**config.mk**
```make
export PLATFORM = sky130hd
export DESIGN_NAME = udp_flow_steering_classifier_unit_flat
export DESIGN_NICKNAME = d
export VERILOG_FILES = /design/src/design/ufsc_pkg.sv /design/src/design/ufsc_intf.sv /design/src/design/ufsc_frame_parser.sv /design/src/design/ufsc_flow_matcher.sv /design/src/design/udp_flow_steering_classifier_unit.sv /design/src/flat_wrapper.sv
export SDC_FILE = /design/constraint.sdc
export NUM_CORES = 1
export LEC_CHECK = 0
export ABC_CLOCK_PERIOD_IN_PS = 5700
export BUFFER_PORTS_ARGS = -buffer_cell sky130_fd_sc_hd__buf_2
export CORE_MARGIN = 5
export CORE_UTILIZATION = 40
export CTS_BUF_LIST = sky130_fd_sc_hd__clkbuf_4 sky130_fd_sc_hd__clkbuf_8
export CTS_CLUSTER_DIAMETER = 80
export DETAILED_ROUTE_END_ITERATION = 10
export GPL_ROUTABILITY_DRIVEN = 0
export GPL_TIMING_DRIVEN = 0
export PLACE_DENSITY = 0.58
export SLEW_MARGIN = 10
export SYNTH_ARGS = -nofsm -noshare
export SYNTH_HDL_FRONTEND = slang
export SYNTH_HIERARCHICAL = 1
export SYNTH_SLANG_ARGS = --single-unit
```
**constraint.sdc**
```tcl
create_clock -name clock -period 5.7 [get_ports clock]
set_input_delay 0 -clock clock [delete_from_list [all_inputs] [get_ports clock]]
set_output_delay 0 -clock clock [all_outputs]
set_load 0.05 [all_outputs]
```
**src/design/ufsc_pkg.sv**
```systemverilog
// Shared types, constants and register codes of the UDP flow steering classifier.
`default_nettype none
package ufsc_pkg;

   localparam int FLOW_SLOTS       = 4;
   localparam int QUEUE_SLOTS      = 64;
   localparam int KEY_WIDTH        = 48;
   localparam int CSR_DATA_WIDTH   = 64;
   localparam int CSR_INDEX_WIDTH  = 3;
   localparam int POS_WIDTH        = 7;
   localparam int QUEUE_WIDTH      = 6;

   localparam logic [CSR_INDEX_WIDTH-1:0] CSR_FLOW_KEY_A        = 3'd0;
   localparam logic [CSR_INDEX_WIDTH-1:0] CSR_FLOW_VALID_MASK   = 3'd4;
   localparam logic [CSR_INDEX_WIDTH-1:0] CSR_QUEUE_SOCKET_MASK = 3'd5;

   localparam logic [1:0] VERDICT_PASS     = 2'd0;
   localparam logic [1:0] VERDICT_REDIRECT = 2'd1;
   localparam logic [1:0] VERDICT_ABORT    = 2'd2;

   localparam logic [POS_WIDTH-1:0] POS_MAX        = 7'd127;
   localparam logic [POS_WIDTH-1:0] POS_TYPE_HI    = 7'd12;
   localparam logic [POS_WIDTH-1:0] POS_TYPE_LO    = 7'd13;
   localparam logic [POS_WIDTH-1:0] POS_IHL        = 7'd14;
   localparam logic [POS_WIDTH-1:0] POS_PROTOCOL   = 7'd23;
   localparam logic [POS_WIDTH-1:0] POS_DST_ADDR   = 7'd30;
   localparam logic [POS_WIDTH-1:0] PORT_BASE      = 7'd16;
   localparam logic [POS_WIDTH-1:0] MIN_FRAME_LAST = 7'd41;

   localparam logic [23:0] UDP_IPV4_TAG = 24'h080011;

   typedef struct packed {
      logic [7:0]             frame_byte;
      logic                   frame_end;
      logic [QUEUE_WIDTH-1:0] receive_queue;
   } req_word_type;

   typedef struct packed {
      logic [POS_WIDTH-1:0]   pos;
      logic [POS_WIDTH-1:0]   port_at;
      logic [23:0]            tag;
      logic [31:0]            addr;
      logic [15:0]            port;
      logic [QUEUE_WIDTH-1:0] queue;
   } frame_view_type;

   typedef struct packed {
      logic [1:0]             verdict;
      logic [QUEUE_WIDTH-1:0] target_queue;
   } rsp_word_type;

endpackage
`default_nettype wire

```
**src/design/ufsc_intf.sv**
```systemverilog
// Request and response channel interfaces of the classifier.
`default_nettype none
interface ufsc_req_intf;
   logic       valid;
   logic       ready;
   logic [7:0] frame_byte;
   logic       frame_end;
   logic [5:0] receive_queue;

   modport source (output valid, output frame_byte, output frame_end,
                   output receive_queue, input ready);
   modport sink (input valid, input frame_byte, input frame_end,
                 input receive_queue, output ready);
endinterface

interface ufsc_rsp_intf;
   logic       valid;
   logic       ready;
   logic [1:0] verdict;
   logic [5:0] target_queue;

   modport source (output valid, output verdict, output target_queue, input ready);
   modport sink (input valid, input verdict, input target_queue, output ready);
endinterface
`default_nettype wire

```
**src/design/ufsc_frame_parser.sv**
```systemverilog
// Per-frame header capture: byte position, type/protocol, IHL, address and port.
`default_nettype none
module ufsc_frame_parser (
   input  wire                              clock,
   input  wire                              reset,
   input  wire                              advance,
   input  ufsc_pkg::req_word_type           word,
   output ufsc_pkg::frame_view_type         view
);

   logic [ufsc_pkg::POS_WIDTH-1:0] pos_ff, pos_in;
   logic [23:0]                    tag_ff, tag_in;
   logic [3:0]                     hw_ff, hw_in;
   logic [31:0]                    addr_ff, addr_in;
   logic [15:0]                    port_ff, port_in;
   logic [ufsc_pkg::POS_WIDTH-1:0] port_at;

   always_comb begin
      tag_in  = tag_ff;
      addr_in = addr_ff;
      port_in = port_ff;
      hw_in   = hw_ff;
      if (pos_ff == ufsc_pkg::POS_TYPE_HI) tag_in[23:16] = word.frame_byte;
      if (pos_ff == ufsc_pkg::POS_TYPE_LO) tag_in[15:8]  = word.frame_byte;
      if (pos_ff == ufsc_pkg::POS_PROTOCOL) tag_in[7:0]  = word.frame_byte;
      if (pos_ff == ufsc_pkg::POS_IHL) hw_in = word.frame_byte[3:0];
      for (int k = 0; k < 4; k++) begin
         if (pos_ff == ufsc_pkg::POS_DST_ADDR + ufsc_pkg::POS_WIDTH'(k)) begin
            addr_in[8*k +: 8] = word.frame_byte;
         end
      end
      port_at = ufsc_pkg::PORT_BASE + {1'b0, hw_in, 2'b00};
      if (pos_ff == port_at) port_in[7:0] = word.frame_byte;
      if (pos_ff == port_at + 7'd1) port_in[15:8] = word.frame_byte;
      pos_in = (pos_ff == ufsc_pkg::POS_MAX) ? pos_ff : pos_ff + 7'd1;
   end

   always_comb begin
      view.pos     = pos_ff;
      view.port_at = port_at;
      view.tag     = tag_in;
      view.addr    = addr_in;
      view.port    = port_in;
      view.queue   = word.receive_queue;
   end

   always_ff @(posedge clock) begin
      if (reset) begin
         pos_ff  <= '0;
         tag_ff  <= '0;
         hw_ff   <= '0;
         addr_ff <= '0;
         port_ff <= '0;
      end else if (advance) begin
         if (word.frame_end) begin
            pos_ff  <= '0;
            tag_ff  <= '0;
            hw_ff   <= '0;
            addr_ff <= '0;
            port_ff <= '0;
         end else begin
            pos_ff  <= pos_in;
            tag_ff  <= tag_in;
            hw_ff   <= hw_in;
            addr_ff <= addr_in;
            port_ff <= port_in;
         end
      end
   end

endmodule
`default_nettype wire

```
**src/design/ufsc_flow_matcher.sv**
```systemverilog
// Flow key table, socket mask registers and verdict decision.
`default_nettype none
module ufsc_flow_matcher #(
   parameter int KEY_ENTRIES = ufsc_pkg::FLOW_SLOTS,
   parameter int QUEUE_COUNT = ufsc_pkg::QUEUE_SLOTS
) (
   input  wire                                       clock,
   input  wire                                       reset,
   input  wire                                       csr_write_enable,
   input  wire  [ufsc_pkg::CSR_INDEX_WIDTH-1:0]      csr_index,
   input  wire  [ufsc_pkg::CSR_DATA_WIDTH-1:0]       csr_write_data,
   input  ufsc_pkg::frame_view_type                  view,
   output ufsc_pkg::rsp_word_type                    result
);

   logic [ufsc_pkg::KEY_WIDTH-1:0] listen_key_ff [KEY_ENTRIES];
   logic [ufsc_pkg::FLOW_SLOTS-1:0] valid_ff;
   logic [QUEUE_COUNT-1:0]          socket_ff;

   logic [ufsc_pkg::KEY_WIDTH-1:0] key;
   logic                           hit;
   logic                           bound;
   logic                           eligible;

   always_ff @(posedge clock) begin
      if (reset) begin
         for (int i = 0; i < KEY_ENTRIES; i++) listen_key_ff[i] <= '0;
         valid_ff  <= '0;
         socket_ff <= '0;
      end else if (csr_write_enable) begin
         for (int i = 0; i < KEY_ENTRIES; i++) begin
            if (csr_index == ufsc_pkg::CSR_FLOW_KEY_A + ufsc_pkg::CSR_INDEX_WIDTH'(i)) begin
               listen_key_ff[i] <= csr_write_data[ufsc_pkg::KEY_WIDTH-1:0];
            end
         end
         if (csr_index == ufsc_pkg::CSR_FLOW_VALID_MASK) begin
            valid_ff <= csr_write_data[ufsc_pkg::FLOW_SLOTS-1:0];
         end
         if (csr_index == ufsc_pkg::CSR_QUEUE_SOCKET_MASK) begin
            socket_ff <= csr_write_data[QUEUE_COUNT-1:0];
         end
      end
   end

   always_comb begin
      key = {view.addr, view.port};
      hit = 1'b0;
      for (int i = 0; i < KEY_ENTRIES; i++) begin
         if (valid_ff[i] && listen_key_ff[i] == key) hit = 1'b1;
      end
      bound = 1'b0;
      for (int i = 0; i < QUEUE_COUNT; i++) begin
         if (view.queue == ufsc_pkg::QUEUE_WIDTH'(i)) bound = socket_ff[i];
      end
      eligible = (view.pos >= ufsc_pkg::MIN_FRAME_LAST)
               && (view.tag == ufsc_pkg::UDP_IPV4_TAG)
               && (view.pos > view.port_at)
               && hit;
      result.verdict      = ufsc_pkg::VERDICT_PASS;
      result.target_queue = '0;
      if (eligible) begin
         if (bound) begin
            result.verdict      = ufsc_pkg::VERDICT_REDIRECT;
            result.target_queue = view.queue;
         end else begin
            result.verdict = ufsc_pkg::VERDICT_ABORT;
         end
      end
   end

endmodule
`default_nettype wire

```
**src/design/udp_flow_steering_classifier_unit.sv**
```systemverilog
// Top level of the UDP flow steering classifier: input register, parser, matcher, result register.
//
//   channel  dir  handshake         word
//   req_if   in   valid/ready       frame_byte, frame_end, receive_queue
//   rsp_if   out  valid/ready       verdict, target_queue
//   csr_*    in   write enable only index, 64-bit write data
//
// One byte is taken every cycle unless a stalled verdict holds the pipe.
// The rate is set by the single parse/match pass between the input and result registers.
// Reset is synchronous and clears the frame state, valid flags and CSR registers to zero.
// A stalled verdict holds the pipe only when the byte behind it is also a last byte.
`default_nettype none
module udp_flow_steering_classifier_unit #(
   parameter int KEY_ENTRIES = ufsc_pkg::FLOW_SLOTS,
   parameter int QUEUE_COUNT = ufsc_pkg::QUEUE_SLOTS
) (
   input  wire                                    clock,
   input  wire                                    reset,
   ufsc_req_intf.sink                             req_if,
   ufsc_rsp_intf.source                           rsp_if,
   input  wire                                    csr_write_enable,
   input  wire  [ufsc_pkg::CSR_INDEX_WIDTH-1:0]   csr_index,
   input  wire  [ufsc_pkg::CSR_DATA_WIDTH-1:0]    csr_write_data
);

   logic                      in_valid_ff;
   ufsc_pkg::req_word_type    in_ff;
   logic                      rsp_valid_ff;
   ufsc_pkg::rsp_word_type    rsp_ff;
   ufsc_pkg::frame_view_type  view;
   ufsc_pkg::rsp_word_type    result;
   logic                      out_free;
   logic                      advance;
   logic                      take;

   assign out_free      = !rsp_valid_ff || rsp_if.ready;
   assign advance       = in_valid_ff && (!in_ff.frame_end || out_free);
   assign req_if.ready  = !in_valid_ff || advance;
   assign take          = req_if.valid && req_if.ready;

   always_ff @(posedge clock) begin
      if (reset) begin
         in_valid_ff <= 1'b0;
      end else if (req_if.ready) begin
         in_valid_ff <= req_if.valid;
      end
   end

   always_ff @(posedge clock) begin
      if (take) begin
         in_ff.frame_byte    <= req_if.frame_byte;
         in_ff.frame_end     <= req_if.frame_end;
         in_ff.receive_queue <= req_if.receive_queue;
      end
   end

   ufsc_frame_parser u_parser (
      .clock   (clock),
      .reset   (reset),
      .advance (advance),
      .word    (in_ff),
      .view    (view)
   );

   ufsc_flow_matcher #(
      .KEY_ENTRIES (KEY_ENTRIES),
      .QUEUE_COUNT (QUEUE_COUNT)
   ) u_matcher (
      .clock            (clock),
      .reset            (reset),
      .csr_write_enable (csr_write_enable),
      .csr_index        (csr_index),
      .csr_write_data   (csr_write_data),
      .view             (view),
      .result           (result)
   );

   always_ff @(posedge clock) begin
      if (reset) begin
         rsp_valid_ff <= 1'b0;
      end else if (advance && in_ff.frame_end) begin
         rsp_valid_ff <= 1'b1;
      end else if (rsp_if.ready) begin
         rsp_valid_ff <= 1'b0;
      end
   end

   always_ff @(posedge clock) begin
      if (advance && in_ff.frame_end) begin
         rsp_ff <= result;
      end
   end

   assign rsp_if.valid        = rsp_valid_ff;
   assign rsp_if.verdict      = rsp_ff.verdict;
   assign rsp_if.target_queue = rsp_ff.target_queue;

endmodule
`default_nettype wire
```
**src/flat_wrapper.sv**
```systemverilog
// flat-port wrapper written by rule: the top's interface ports become plain ports
module udp_flow_steering_classifier_unit_flat 
#(
   parameter int KEY_ENTRIES = ufsc_pkg::FLOW_SLOTS,
   parameter int QUEUE_COUNT = ufsc_pkg::QUEUE_SLOTS
)
  (clock, reset, csr_write_enable, csr_index, csr_write_data, req_if_valid, req_if_frame_byte, req_if_frame_end, req_if_receive_queue, req_if_ready, rsp_if_valid, rsp_if_verdict, rsp_if_target_queue, rsp_if_ready);
  ufsc_req_intf req_if_i ();
  ufsc_rsp_intf rsp_if_i ();
  input  wire clock;
  input  wire reset;
  input  wire csr_write_enable;
  input  wire  [ufsc_pkg::CSR_INDEX_WIDTH-1:0] csr_index;
  input  wire  [ufsc_pkg::CSR_DATA_WIDTH-1:0] csr_write_data;
  input wire logic [$bits(req_if_i.valid)-1:0] req_if_valid;
  input wire logic [$bits(req_if_i.frame_byte)-1:0] req_if_frame_byte;
  input wire logic [$bits(req_if_i.frame_end)-1:0] req_if_frame_end;
  input wire logic [$bits(req_if_i.receive_queue)-1:0] req_if_receive_queue;
  output wire logic [$bits(req_if_i.ready)-1:0] req_if_ready;
  output wire logic [$bits(rsp_if_i.valid)-1:0] rsp_if_valid;
  output wire logic [$bits(rsp_if_i.verdict)-1:0] rsp_if_verdict;
  output wire logic [$bits(rsp_if_i.target_queue)-1:0] rsp_if_target_queue;
  input wire logic [$bits(rsp_if_i.ready)-1:0] rsp_if_ready;
  assign req_if_i.valid = req_if_valid;
  assign req_if_i.frame_byte = req_if_frame_byte;
  assign req_if_i.frame_end = req_if_frame_end;
  assign req_if_i.receive_queue = req_if_receive_queue;
  assign req_if_ready = req_if_i.ready;
  assign rsp_if_valid = rsp_if_i.valid;
  assign rsp_if_verdict = rsp_if_i.verdict;
  assign rsp_if_target_queue = rsp_if_i.target_queue;
  assign rsp_if_i.ready = rsp_if_ready;
  udp_flow_steering_classifier_unit #(.KEY_ENTRIES(KEY_ENTRIES), .QUEUE_COUNT(QUEUE_COUNT)) u_core (.clock(clock), .reset(reset), .req_if(req_if_i), .rsp_if(rsp_if_i), .csr_write_enable(csr_write_enable), .csr_index(csr_index), .csr_write_data(csr_write_data));
endmodule
```
==> Word-level counts from Yosys, hierarchy flattened <==
Memory sizes are Yosys's and may differ from the RTL's.
Index checks and enable logic that the tools add are counted.
{ "op_classes": {"mux": 109, "n_bitwise": 4, "div_mod_pow": 0, "multipliers": 0, "n_lt_le_gt_ge": 2, "n_reduce_logical": 23, "addsub": 3, "n_shift": 0, "eq_ne": 85} }
{ "op_table": {"columns": ["op", "count"], "rows": [
  ["$eq 48x48->1", 4],
  ["$eq 6x6->1 const B", 32],
  ["$mux 48", 4],
  ["$eq 6x5->1 const B", 16],
  ["$mux 1", 88],
  ["$mux 8", 9],
  ["$eq 6x4->1 const B", 8],
  ["$mux 32", 1],
  ["$eq 24x20->1 const B", 1],
  ["$eq 6x3->1 const B", 4],
  ["$mux 24", 1],
  ["$eq 7x4->1 const B", 3],
  ["$eq 7x5->1 const B", 3],
  ["$mux 16", 1],
  ["$add 7x1->7 const B", 2],
  ["$eq 7x6->1 const B", 2],
  ["$eq 7x7->1", 2],
  ["$mux 7", 2],
  ["$eq 6x2->1 const B", 2],
  ["$logic_and 1x1->1", 10],
  ["$mux 4", 2],
  ["$reduce_and 2->1", 4],
  ["$add 5x6->7 const A", 1],
  ["$eq 7x7->1 const B", 1],
  ["14 further kinds", 23]
]} }
{ "word_totals": {"wordCells": 241, "mem_bits_rw": 192, "mem_count": 1, "latchBits": 0, "input_bits": 87, "register_bits": 176, "romBits": 0} }
{ "memory_table": {"columns": ["memory", "words", "width", "read_ports", "rd_clocked_by_memory_dff", "wr", "line_no", "source"], "rows": [
  ["u_core.u_matcher.listen_key_ff", 4, 48, 4, 0, 4, "ufsc_flow_matcher.sv:16", "logic [ufsc_pkg::KEY_WIDTH-1:0] listen_key_ff [KEY_ENTRIES];"]
]} }

==> Longest topological paths before layout <==
{ "logic_depth": {"ltp_word": 66, "ltp_mapped": 21, "ltp_nobuf": 18} }

==> By module <==
The synthesis kept the hierarchy.
{ "by_module_without_submodules": {"columns": ["module", "cells_each", "n_inst", "area_per_inst_um2"], "rows": [
  ["ufsc_flow_matcher", 1175, 1, 12888.6],
  ["ufsc_frame_parser", 538, 1, 4817.1],
  ["udp_flow_steering_classifier_unit", 35, 1, 794.5]
]} }

==> Worst setup path after synthesis <==
Ideal clock, no wire load.
{ "synth_path": {"path_kind": "register -> register", "start": "register u_core/u_parser/pos_ff[2] (netlist bit)", "end": "register u_core.rsp_ff (netlist bit u_core/rsp_if.target_queue[3]) (data pin)", "arrival_time_ns": 4.453, "required_ns": 5.567, "stages_incl_launch_ff": 21, "path_buffers": 4, "slack_ns": 1.114, "setup_ns": 0.133, "path_cell_list": "dfxtp_1 buf_2 or4b_4 o21ai_2 o21ai_0 ha_1 xnor2_1 nand3_1 or3_1 buf_6 nor3_4 buf_6 mux2_4 clkbuf_1 xnor2_1 nand4_1 nor4_1 nand4_1 a2111oi_0 o31a_1 and3_1"} }
{ "synth_rtl": {"columns": ["element", "line_no", "source"], "rows": [
  ["from (decl)", "ufsc_frame_parser.sv:11", "logic [ufsc_pkg::POS_WIDTH-1:0] pos_ff, pos_in;"],
  ["from (signal assigned)", "ufsc_frame_parser.sv:62", "pos_ff <= pos_in;"],
  ["to (signal assigned)", "udp_flow_steering_classifier_unit.sv:90", "rsp_ff <= result;"],
  ["to (decl)", "udp_flow_steering_classifier_unit.sv:29", "ufsc_pkg::rsp_word_type rsp_ff;"]
]} }

==> summary.md <==
| Metric | Value |
|---|---|
| CTS root buffer | `clkbuf_8` |
| FMAX | `182 MHz` |
| Post-detail-place hpwl | `approximately 44 mm` |
| Max-slew headroom | `0.331` |
| Slowest-stage cell, CP | `mux2_1` |
| ANT nets after route | `0` |
| Initial antenna violation count | `2` |
| Unique masters post-synth | `86` |
| TritonRoute pass-1 iters | `8` |
| Area contributors post-synth | `edfxtp_1 35%, dfxtp_1 17%, and2_1 6.9%, xnor2_1 5.8%, mux2_2 4.2%` |
| Die Height | `between 200 and 250 µm` |
| Fill count | `around 4.2k` |
| Post-route setup TNS | `0 ps` |
| Maxcap violations | `0` |
| DRC | `0` |
| CP Cell Sequence | `buf_2, nor4b_4, nand3_4, mux2_2, ha_1, xnor2_2, nand3_1, nor3_4, nand3_4, mux2_1, xnor2_2, nand4_1, nor4_2, nand4_1, a2111oi_4, o31a_1, buf_12, and3_1` |
| Starting Density | `0.406` |
| CTS H-tree depth | `3` |
| Vias | `roughly 14k` |
| Pwr dens | `approximately 270 mW/mm²` |
| Clock buffer count from CTS | `66` |
| Hold Path Depth | `2` |
| Post-route minimum period | `approximately 5500 ps` |
| Most frequent cells in the layout | `215 x edfxtp_1, 203 x and2_1, 152 x dfxtp_1, 147 x nand2_1, 121 x xnor2_1` |
| Port-buffer cells | `94` |
| First-pass GRT wire length | `88.6 mm` |
| Buf/Inv on CP | `2` |
| Worst setup EP type | `flip-flop` |
| Skew final | `~37 ps` |
| CTS tree | `built` |
| R2R setup slack | `~210 ps` |
| Final Cycle Share | `0.964` |
| Hold Slack | `65.6 ps` |
| Post-Synthesis Cells | `between 1.5k and 2k` |
| Via density | `roughly 5.4` |
| Syn_area_per_cell | `~11 µm²` |
| # IOs | `97` |
| P_leak | `8.06 nW` |
| Gr ovfl total | `0` |
| Asr flop ratio synth | `0` |
| Critical Path AT | `approximately 6000 ps` |
| Wire per inst | `around 23 µm` |
| Site row count | `~80` |
| Outcome | `completed` |
| Post-synth EDFFs | `around 220` |
| Pins Over Slew Limit | `0` |
| R2R depth | `18` |
| Nets | `around 2.1k` |
| Clock Path Buffers | `3` |
| Post-synth top flop | `edfxtp_1` |
| Die width | `225 µm` |
| Vias in the first global route | `approximately 14k` |
| Most common library cell in the layout ignoring fill and taps | `edfxtp_1` |
| Die area | `about 0.051 mm²` |
| Worst path top cell family by delay | `simple AND/OR/NAND/NOR gates` |
| Clock transition at path regs | `around 60 ps` |
| Crit Path Max Fanout | `9` |
| Post-synthesis sequential area ratio | `0.515` |
| Maximum VDD drop | `roughly 0.00024 V` |
| RSZ-0062 raised after global routing | `no` |
| Mapped Area | `0.0185 mm²` |
| Synthesis-to-finish area growth | `19.6%` |
| Gr usage total | `0.233` |
| Final setup viols | `0` |
| CP max stage delay | `510 ps` |
| Worst-skew pair later-pin latency | `~640 ps` |
| Final Hold Vio Count | `0` |
| Cell taking the most area after synthesis | `edfxtp_1` |
| Hold Path Class | `input pin to flip-flop` |
| Worst Path Class, Setup | `flip-flop to flip-flop` |
| Yosys warning count | `6` |
| Instance count on the critical path | `18` |
| Post-layout total power | `5.99 mW` |
| Startpoint Class | `flip-flop` |
| Critical Path RT | `between 6000 and 7000 ps` |
| Worst Max-Slew Pin Slew | `between 900 and 1000 ps` |
| CORE AREA | `between 0.04 and 0.05 mm²` |
| DRT iter0 DRCs | `1267` |
| Share of post-route cells with drive strength above 1 | `0.176` |
| Largest net degree at the start of global routing | `49` |
| Seq cells post-synth | `~370` |
| Top-area cell type share of the netlist area | `0.349` |
| CTS sink count | `about 370` |
| Routed wire length | `around 60 mm` |
[stage by stage]
stage               setup WS (ps)  utilization  cells  cell area [µm²]
floorplan                    1110            -   1749            18500
global placement             -788        0.433   2443            19700
detailed placement           -816        0.434   2445            19800
CTS                          15.9        0.484   2652            22100
global route                 12.0        0.485   2652            22100
finish                        206        0.485   2653            22100
[state kept, by name, indices dropped and copies added (netlist names)]
register and count:
u_core/u_parser/addr_ff 32, u_core/in_ff 15, u_core/u_parser/tag_ff 24, u_core/u_matcher/listen_key_ff 192, u_core/rsp_if.target_queue 6, u_core/u_parser/port_ff 16, u_core/rsp_if.valid 1, u_core/u_parser/pos_ff 7
u_core/in_valid_ff 1, u_core/rsp_if.verdict 2, u_core/u_matcher/valid_ff 4, u_core/u_parser/hw_ff 4, u_core/u_matcher/socket_ff 64
[cells by family (layout without fill, tap and decap cells)]
kind of cell,Yosys count,in the layout,synth area share
AND/OR/NAND/NOR,684,684,0.205
AO/OA/AOI/OAI,246,246,0.0870
multiplexers,96,96,0.0592
flip-flops,368,368,0.515
buffers and inverters,154,457,0.0375
adder cells (fa/ha/maj),12,12,0.00812
other,1,3,0.000203
XOR/XNOR,187,187,0.0885
[routing by layer]
layer | vias up | wire (µm) | GRT usage
met5 | - | 0 | 0
li1 | 6671 | - | -
met3 | 137 | 3210 | 0.0375
met1 | 7003 | 24500 | 0.289
met4 | 0 | 3050 | 0.110
met2 | 523 | 29500 | 0.398
[power by group]
group          switching [mW]  total (mW)  internal [mW]
Sequential             0.0594        2.99           2.93
Clock                    1.12        2.52           1.41
Combinational           0.298       0.476          0.178
[final timing paths]
kind,from,to
max,u_core/u_parser/pos_ff[5],u_core/rsp_if.target_queue[1]
min,req_if_receive_queue[5],u_core/in_ff[5]
max reg2reg,u_core/u_parser/pos_ff[5],u_core/rsp_if.target_queue[1]
min reg2reg,u_core/u_matcher/socket_ff[50],u_core/u_matcher/socket_ff[50]
[cells in the mapped netlist, types with 3 or more instances]
cell type and number:
o21ai_0 11, xor2_1 64, o221ai_1 6, mux2_2 69
nand2_1 147, mux2_1 7, nor4b_1 5, a22oi_1 29
nor3b_1 5, a32oi_1 3, mux2i_1 12, o22ai_1 7
buf_6 8, nor3_1 11, nand3_1 13, and2_1 203
mux2_4 8, buf_2 15, o21a_1 4, a31oi_1 14
o31ai_1 12, nor2_1 91, nand2b_1 19, clkbuf_1 89
a311oi_1 3, a211o_1 4, nor4_1 31, and3_1 9
a211oi_1 3, a222oi_1 3, o21ai_1 3, xnor2_1 123
nor3_2 3, buf_4 10, ha_1 12, edfxtp_1 215
inv_1 31, nor2b_1 60, dfxtp_1 153, or3_1 4
nand4_1 58, or3b_2 6, a21oi_1 111, a21o_1 3
[repair_timing]
action                                 in CTS  in global routing
gates resized for setup                     5                  8
pin swaps                                   2                  3
setup buffers                               2                  2
setup endpoints to repair                   8                  8
endpoints found under the hold margin     285                  0
hold buffers                               90                  0
[area by class of cell]
cell class,count,area [µm²],share of cell area
multi-input cells,1227,8380,0.379
clock inverters,14,108,0.00486
well taps,600,751,0.0339
flip-flops and latches,368,9520,0.430
inverters,31,116,0.00526
clock buffers,101,1210,0.0549
plain buffers,121,573,0.0259
repair buffers,190,1450,0.0657
diodes,1,2.50,0.000113
[worst reg2reg max path, cell delays in order, from the launching register on]
cell and delay, ps:
dfxtp_1 320, buf_2 210, nor4b_4 430, nand3_4 200, mux2_2 350, ha_1 350
xnor2_2 190, nand3_1 160, nor3_4 280, nand3_4 180, mux2_1 510, xnor2_2 250
nand4_1 300, nor4_2 370, nand4_1 300, a2111oi_4 440, o31a_1 230, buf_12 140
and3_1 170
Power figures use the tool's default switching activity.
